==> src/sv/sor_pkg.sv <==
package sor_pkg;

    // width of the count field on the result port
    localparam int COUNT_W = 7;

    // control flags that travel with a request along the cell row
    typedef struct packed {
        logic valid;   // a request occupies this slot
        logic clear;   // request began a new array and wipes cells as it passes
        logic placed;  // request value already written into some cell
    } flags_t;

endpackage

==> src/sv/sor_cell.sv <==
module sor_cell #(
    parameter int VALUE_BITS = 32,
    parameter int CNT_BITS   = 7
) (
    input  logic                         clk,
    input  logic                         rst_n,
    input  logic                         advance,
    input  sor_pkg::flags_t              in_flags,
    input  logic signed [VALUE_BITS-1:0] in_value,
    input  logic [CNT_BITS-1:0]          in_count,
    output sor_pkg::flags_t              out_flags,
    output logic signed [VALUE_BITS-1:0] out_value,
    output logic [CNT_BITS-1:0]          out_count,
    output logic                         occupied
);
    import sor_pkg::*;

    logic signed [VALUE_BITS-1:0] stored_reg;
    logic signed [VALUE_BITS-1:0] stored_next;
    logic                         valid_reg;
    logic                         valid_next;
    flags_t                       flags_reg;
    flags_t                       flags_next;
    logic signed [VALUE_BITS-1:0] value_reg;
    logic [CNT_BITS-1:0]          count_reg;
    logic [CNT_BITS-1:0]          count_next;
    logic                         eff_valid;
    logic                         less;
    logic                         store_here;

    // compare against the held value, or claim the cell if it is free
    always_comb
    begin
        eff_valid   = valid_reg && !in_flags.clear;
        less        = eff_valid && (stored_reg < in_value);
        store_here  = in_flags.valid && !in_flags.placed && !eff_valid;
        stored_next = store_here ? in_value : stored_reg;
        valid_next  = in_flags.valid ? (store_here || eff_valid) : valid_reg;
        count_next  = in_count + CNT_BITS'(less);
        flags_next        = in_flags;
        flags_next.placed = in_flags.placed || store_here;
    end

    // cell contents, control part
    always_ff @(posedge clk or negedge rst_n)
    begin
        if (!rst_n)
        begin
            valid_reg <= 1'b0;
            flags_reg <= '0;
        end
        else if (advance)
        begin
            valid_reg <= valid_next;
            flags_reg <= flags_next;
        end
    end

    // cell contents, data part
    always_ff @(posedge clk)
    begin
        if (advance)
        begin
            stored_reg <= stored_next;
            value_reg  <= in_value;
            count_reg  <= count_next;
        end
    end

    assign out_flags = flags_reg;
    assign out_value = value_reg;
    assign out_count = count_reg;
    assign occupied  = valid_reg;

`ifndef ASSERT_OFF
    // a request handed in is present at the output in the following cycle
    a_moves: assert property (@(posedge clk) disable iff (!rst_n)
        advance && in_flags.valid |=> out_flags.valid)
        else $error("request lost in cell");

    // a frozen row keeps both the slot and the cell contents
    a_frozen: assert property (@(posedge clk) disable iff (!rst_n)
        !advance |=> $stable(out_flags) && $stable(valid_reg))
        else $error("cell changed while row frozen");

    // a start request that stored upstream leaves this cell empty
    a_cleared: assert property (@(posedge clk) disable iff (!rst_n)
        advance && in_flags.valid && in_flags.clear && in_flags.placed |=> !occupied)
        else $error("cell not cleared by start request");

    // an unplaced request claims a free or cleared cell
    a_claim: assert property (@(posedge clk) disable iff (!rst_n)
        advance && in_flags.valid && !in_flags.placed && (!occupied || in_flags.clear)
        |=> occupied && out_flags.placed)
        else $error("free cell not claimed");

    // each cell adds at most one to the running count
    a_count_step: assert property (@(posedge clk) disable iff (!rst_n)
        advance && in_flags.valid
        |=> (out_count == $past(in_count)) || (out_count == $past(in_count) + 1'b1))
        else $error("count stepped by more than one");
`endif

endmodule

==> config.mk <==
export PLATFORM = sky130hd
export DESIGN_NAME = sor_cell
export DESIGN_NICKNAME = d
export VERILOG_FILES = /design/src/sv/sor_pkg.sv /design/src/sv/sor_cell.sv
export SDC_FILE = /design/constraint.sdc
export NUM_CORES = 1
export LEC_CHECK = 0
export BUFFER_PORTS_ARGS = -buffer_cell sky130_fd_sc_hd__clkbuf_2
export CAP_MARGIN = 20
export CELL_PAD_IN_SITES_DETAIL_PLACEMENT = 0
export CELL_PAD_IN_SITES_GLOBAL_PLACEMENT = 1
export CORE_MARGIN = 3
export CORE_UTILIZATION = 45
export CTS_CLUSTER_DIAMETER = 200
export DETAILED_ROUTE_END_ITERATION = 10
export PLACE_DENSITY = 0.8
export SYNTH_ARGS = -nofsm -noshare
export SYNTH_HDL_FRONTEND = slang
export SYNTH_SLANG_ARGS = --single-unit
export TNS_END_PERCENT = 5
==> constraint.sdc <==
create_clock -name clk -period 8.14 [get_ports clk]
set_input_delay 0.814 -clock clk [delete_from_list [all_inputs] [get_ports clk]]
set_output_delay 0.814 -clock clk [all_outputs]
set_load 0.02 [all_outputs]
==> run summary, run 1 <==
#FFs+latches synth = 75
Setup crit end kind = register
Max cap viols = 0
Fin crit share = 38.4%
Antenna fix cells = 0
Detail Placement HPWL = 4.00 mm
Tightest Pin Transition = 583 ps
Synth Cell Area = 0.00321 mm2
Rows = 30
Startpoint types = input port
Cell Int Power = 0.623 mW
CORE AREA = 0.00687 mm2
CTS Buffer Depth = 2
GRT overflow = 0
Synth-to-Final Area Change = 23.9%
Layout Utilization = 57.9%
Sink Count = 75
Slew headroom = 61.2%
Net Sw Power = 0.205 mW
Net Sw Frac = 24.7%
YS warnings = 0
Chip Width = 90.5 um
Die H = 90.5 um
Power Density = 208 mW/mm2
Post-detailed-route wirelength per cell = 13.6 um
Initial Util = 46.8%
DRC viols = 0
CP arrival = 3220 ps
CTS tree = done
Vias in the first global route = 1894
Worst-path fanout max = 3
Critical Path Sink = out_count[6]
DR pass1 iterations = 4
Net count, final = 388
Max Fclk = 320 MHz
Asr flop ratio synth = 5.33%
Setup TNS = 0 ps
Seq pwr share = 54.8%
Share of layout cells above drive strength 1 = 35.2%
DR iter-0 viols = 57
Mapped Cells = 210
Setup Buffers After CTS = 0
# resized after CTS = 0
Comb power frac = 11.7%
Synth unique cells = 31
Design Power = 0.828 mW
Die ar. = 0.00819 mm2
Clock skew = 4.21 ps
Mapped Avg Cell Area = 15.3 um2
Lkg Pwr = 1.79 nW
Final hold slack = 267 ps
Hold buffers post-CTS = 0
Worst Hold Class = in2async
IO Port Bufs = 87
Final Max Tran Viols = 0
Worst reg2reg setup slack = 5250 ps
Post-route ant nets = 0
Largest net degree at the start of global routing = 46
Reg clk slew, reported paths = 80 ps
Setup Crit Path Kind = in2reg
CTS root buf = clkbuf_8
# IOs = 88
Total GRT Usage = 14.3%
EDFF count, synth = 71
Synthesized Nets = 288
Routability Congestion = 0.721
Status = finished, final reports clean
Crit. Startpoint = in_value[4]
Final WL = 5.61 mm
CP required = 8230 ps
First-pass GRT wire length = 9.17 mm
Post-synthesis sequential area ratio = 69.5%
Reg-to-reg critical path endpoint = out_count[6]
Clk pwr share = 33.5%
Vias/cell = 4.66
Final count of hold timing violations = 0
Final Critical Period = 3130 ps
Clock latency on the worst-skew pair = 340 ps
Final setup margin = 5010 ps
Initial antenna violation count = 0
Dpl ws = 4630 ps
Via count = 1915
# H-tree levels = 3
Reg2reg start = stored_reg[4]
R2R depth = 12
Maximum vdd drop = 0.148 mV
Final setup fails = 0
RSZ-0062 raised after global routing = no
Main synth FF type = edfxtp_1
Number of CTS-inserted buffers = 9
Filler cell count = 586
## synthesized netlist by cell type, types with 2 or more instances
library cell / number / area, um2
a21o_1: 3 / 22.5
edfxtp_1: 71 / 2130
xnor2_1: 3 / 26.3
and4_1: 3 / 26.3
inv_1: 33 / 124
nor2b_1: 2 / 12.5
ha_1: 33 / 413
a21oi_1: 10 / 50.1
xor2_1: 2 / 17.5
nand4_1: 3 / 18.8
and3_1: 2 / 12.5
a21oi_2: 3 / 26.3
nand2_1: 7 / 26.3
a211o_1: 2 / 17.5
nand2b_1: 2 / 12.5
nor2_1: 3 / 11.3
o21ai_0: 5 / 25.0
nor3_1: 2 / 10.0
nand3_1: 6 / 30.0
dfrtp_1: 4 / 100
## through the flow
step / cells / instance area, um2
after floorplan: 210 / 3210
after global placement: 395 / 3790
after detailed placement: 395 / 3790
after CTS: 411 / 3980
after global routing: 411 / 3980
final: 411 / 3980
## metal layers
layer  part of all wire [%]  vias up  track usage, %
met5                      0        -               0
met4                    1.2        0            6.89
met3                    4.2        6            3.33
met2                     49       48            22.1
met1                     45      882            19.2
li1                       -      979               -
## worst max-delay path: stages
cell and delay, ps:
clkbuf_2 100, inv_1 40, ha_1 300, a211o_1 320, a21oi_2 100, o21ai_1 90, a211o_1 290, a21oi_2 160
mux2i_1 200, ha_1 210, ha_1 190, and3_1 190, nand3_1 100, xnor2_1 130
## area by class of cell
type | count | area, um2 | share of cell area [%]
clock inverter | 7 | 67.6 | 1.70
clock buffer | 9 | 124 | 3.11
multi-input combinational | 102 | 861 | 21.6
sequential | 75 | 2230 | 56.1
inverter | 33 | 124 | 3.11
timing repair buffer | 89 | 450 | 11.3
tap | 96 | 120 | 3.02
## worst min-delay path by stage
stage          cells after the start  slack, ps    startpoint            to
2_1_floorplan                      0        520         rst_n      occupied
6_report                           1        270         rst_n  out_flags[1]
3_5_place_dp                       1        490  out_flags[1]  out_flags[1]
3_3_place_gp                       1        490  out_flags[1]  out_flags[1]
4_1_cts                            1        250         rst_n  out_flags[1]
5_1_grt                            1        260         rst_n  out_flags[0]
## cells by family after synthesis
kind of cell	count (synthesis)	synth area share (%)
DFF	75	69.5
buffers and inverters	33	3.86
AOI/OAI and AO/OA	30	6.39
adders and majority gates	33	12.9
xor gates and xnor gates	5	1.36
muxes	2	0.662
and+or+nand+nor	32	5.38
## layout by cell type (no fill, tap or decap), drive strengths merged
| cell type | count |
|---|---|
| inv | 34 |
| mux2i | 1 |
| nor3 | 2 |
| a221o | 1 |
| o211ai | 2 |
| and4 | 3 |
| ha | 33 |
| a21o | 3 |
| nor2 | 3 |
| o21ai | 6 |
| a211o | 2 |
| a21oi | 13 |
| nor2b | 2 |
| buf | 2 |
| dfrtp | 4 |
| and3 | 2 |
| a211oi | 1 |
| nor4 | 1 |
| a221oi | 1 |
| mux2 | 1 |
| nand2b | 2 |
| clkbuf | 96 |
| edfxtp | 71 |
| and2 | 1 |
| nand4 | 3 |
| bufinv | 1 |
| o21a | 1 |
| clkinvlp | 2 |
| xnor2 | 3 |
| nand3 | 6 |
| clkinv | 3 |
| xor2 | 2 |
| nand2 | 7 |
## power by group through the flow
stage / Sequential (mW) / Clock [mW] / Combinational [mW]
2_1_floorplan: 0.486 / 0 / 0.0303
3_3_place_gp: 0.462 / 0 / 0.0968
3_5_place_dp: 0.463 / 0 / 0.0983
4_1_cts: 0.454 / 0.288 / 0.0992
5_1_grt: 0.456 / 0.303 / 0.109
6_report: 0.454 / 0.277 / 0.0971
No activity file was read; power rests on OpenSTA's default activity.
==> run 2, diff against run 1 <==
--- a/config.mk
+++ b/config.mk
@@ -5,15 +5,16 @@
 export SDC_FILE = /design/constraint.sdc
 export NUM_CORES = 1
 export LEC_CHECK = 0
+export ABC_AREA = 1
 export BUFFER_PORTS_ARGS = -buffer_cell sky130_fd_sc_hd__clkbuf_2
 export CAP_MARGIN = 20
 export CELL_PAD_IN_SITES_DETAIL_PLACEMENT = 0
 export CELL_PAD_IN_SITES_GLOBAL_PLACEMENT = 1
 export CORE_MARGIN = 3
-export CORE_UTILIZATION = 45
+export CORE_UTILIZATION = 41
 export CTS_CLUSTER_DIAMETER = 200
 export DETAILED_ROUTE_END_ITERATION = 10
-export PLACE_DENSITY = 0.8
+export PLACE_DENSITY = 0.74
 export SYNTH_ARGS = -nofsm -noshare
 export SYNTH_HDL_FRONTEND = slang
 export SYNTH_SLANG_ARGS = --single-unit
==> constraint.sdc (replaced) <==
create_clock -name clk -period 3.1 [get_ports clk]
set_input_delay 0.31 -clock clk [delete_from_list [all_inputs] [get_ports clk]]
set_output_delay 0.31 -clock clk [all_outputs]
set_load 0.02 [all_outputs]
==> run 2 against run 1 <==
Synthesized cell count is 16% higher. Area after synthesis is 1.6% higher. Critical path depth is 1 lower. Largest power group unchanged. First-iteration DRC count is 37% lower. Sequential share of layout area is 1.1 points lower. Cell count is 9.2% higher. Highest routed layer unchanged. Die area is 11% higher. Core utilization is 3.7 points lower. Sequential cell count stayed put. Worst setup slack worse by 4300 ps. Sequential power grew to 2.6 times the previous value.
==> run summary, run 2 <==
Asr flop ratio synth = 5.33%
Main synth FF type = edfxtp_1
Maximum vdd drop = 0.249 mV
Tightest Pin Transition = 555 ps
Top post-synthesis cells by area = edfxtp_1, ha_1, inv_1
Rows = 31
Largest net degree at the start of global routing = 43
# H-tree levels = 3
CTS root buf = clkbuf_8
DRC viols = 0
Detail Placement HPWL = 4.03 mm
Reg clk slew, reported paths = 80 ps
Routability Congestion = 0.732
Mapped Avg Cell Area = 13.4 um2
Total GRT Usage = 13.3%
Seq pwr share = 53.4%
Final Max Tran Viols = 0
Mapped Cells = 244
Final WL = 5.51 mm
Net Sw Frac = 23.2%
Synth Cell Area = 0.00326 mm2
YS warnings = 0
# resized after CTS = 0
DR iter-0 viols = 36
Most frequent cells in the layout = clkbuf_2, edfxtp_1, inv_1
Post-detailed-route wirelength per cell = 12.3 um
Lkg Pwr = 1.90 nW
Net Sw Power = 0.515 mW
# IOs = 88
Fin crit share = 76.5%
Synth top cells by count = edfxtp_1, inv_1, nand2_1
Final setup fails = 0
Via count = 1987
Final count of hold timing violations = 0
Setup Buffers After CTS = 0
Chip Width = 95.2 um
Slew headroom = 63.0%
Worst Hold Class = in2reg
IO Port Bufs = 87
Clock skew = 7.04 ps
Max Fclk = 421 MHz
Max cap viols = 0
Most common cell in the netlist = edfxtp_1
Cell Int Power = 1.71 mW
Startpoint types = register
Die H = 95.2 um
Initial Util = 43.6%
Post-synthesis sequential area ratio = 68.4%
Layout Utilization = 54.3%
Leading area contributor after synthesis = edfxtp_1
Dpl ws = 614 ps
Antenna fix cells = 0
DR pass1 iterations = 4
Setup crit end kind = register
Setup Crit Path Kind = reg2reg
Die ar. = 0.00906 mm2
Comb power frac = 11.3%
Initial antenna violation count = 0
EDFF count, synth = 71
Post-synth top area share = 65.4%
Final non-filler cell total = 449
CTS tree = done
#FFs+latches synth = 75
Commonest non-fill, non-tap cell in the layout = clkbuf_2
CTS Buffer Depth = 2
First-pass GRT wire length = 9.06 mm
Vias in the first global route = 1969
Filler cell count = 689
CORE AREA = 0.00749 mm2
Inst Count DP = 432
Final Critical Period = 2370 ps
Final setup margin = 727 ps
Sink Count = 75
Number of CTS-inserted buffers = 9
Vias/cell = 4.43
GRT overflow = 0
Net count, final = 423
Worst-path fanout max = 3
Share of layout cells above drive strength 1 = 32.3%
Setup TNS = 0 ps
Clock latency on the worst-skew pair = 330 ps
CP arrival = 2460 ps
Power Density = 547 mW/mm2
Synth unique cells = 19
Synth-to-Final Area Change = 24.5%
Clk pwr share = 35.2%
Post-route ant nets = 0
RSZ-0062 raised after global routing = no
Synthesized Nets = 322
CP required = 3190 ps
Status = finished, final reports clean
## run 2: critical path, cell delays in order (launching register included)
cell and delay (ps):
edfxtp_1 370, ha_1 320, nand2_1 90, nor2_2 120, nand2_1 120, nor2_2 130
nand2_2 70, a21oi_1 140, nor2_1 70, ha_1 190, ha_1 210, nand3_1 110
nor2_1 60, xor2_1 130
## run 2: power by group through the flow
stage | clock network, mW | logic (mW) | registers [mW]
floorplan | 0 | 0.0806 | 1.27
global placement | 0 | 0.254 | 1.21
detailed placement | 0 | 0.257 | 1.21
CTS | 0.816 | 0.259 | 1.19
global route | 0.857 | 0.288 | 1.19
finish | 0.784 | 0.252 | 1.19
## run 2: timing repair
| item | CTS | global route |
|---|---|---|
| hold endpoints to repair | 4 | 0 |
| hold buffers | 1 | 0 |
| endpoints found under the setup margin | 0 | 0 |
## run 2: layout make-up
class	count	area, um2	area share [%]
flip-flops and latches	75	2230	55.0
clock buffers	10	128	3.14
repair buffers	90	460	11.3
inverters	45	169	4.16
multi-input cells	124	868	21.4
clock inverters	6	80.1	1.97
well taps	99	124	3.05
## run 2: kinds of logic (layout without fill, tap and decap cells)
family	count (synthesis)	count (layout)	synth area share, %
buffers and inverters	45	151	5.18
AO/OA/AOI/OAI	22	22	3.68
XOR/XNOR	5	5	1.34
AND/OR/NAND/NOR	64	64	8.71
flip-flops	75	75	68.4
adder cells (fa/ha/maj)	33	33	12.7
## run 2: per-stage QoR
stage / hold slack, ps / instance area [um2] / power (mW)
2_1_floorplan: 14.4 / 3260 / 1.35
3_5_place_dp: 126 / 3840 / 1.47
6_report: 174 / 4060 / 2.22
5_1_grt: 161 / 4060 / 2.34
4_1_cts: 156 / 4060 / 2.26
3_3_place_gp: 127 / 3840 / 1.46
## run 2: routing by layer
layer  vias to the layer above  GRT usage [%]  wire, um
li1                       1038              -         -
met1                       895           17.4      2520
met2                        46           20.9      2660
met3                         8           2.76       223
met4                         0           6.85       102
met5                         -              0         0
## run 2: final timing paths
path,startpoint,end,slack [ps],depth (start not counted)
max in group asynchronous,rst_n,out_flags[1],2670,2
min reg2reg,out_flags[2],out_flags[2],480,2
min in group asynchronous,rst_n,out_flags[0],310,2
max reg2reg,stored_reg[31],out_count[6],730,13
min,in_value[1],stored_reg[1],170,1
max,stored_reg[31],out_count[6],730,13
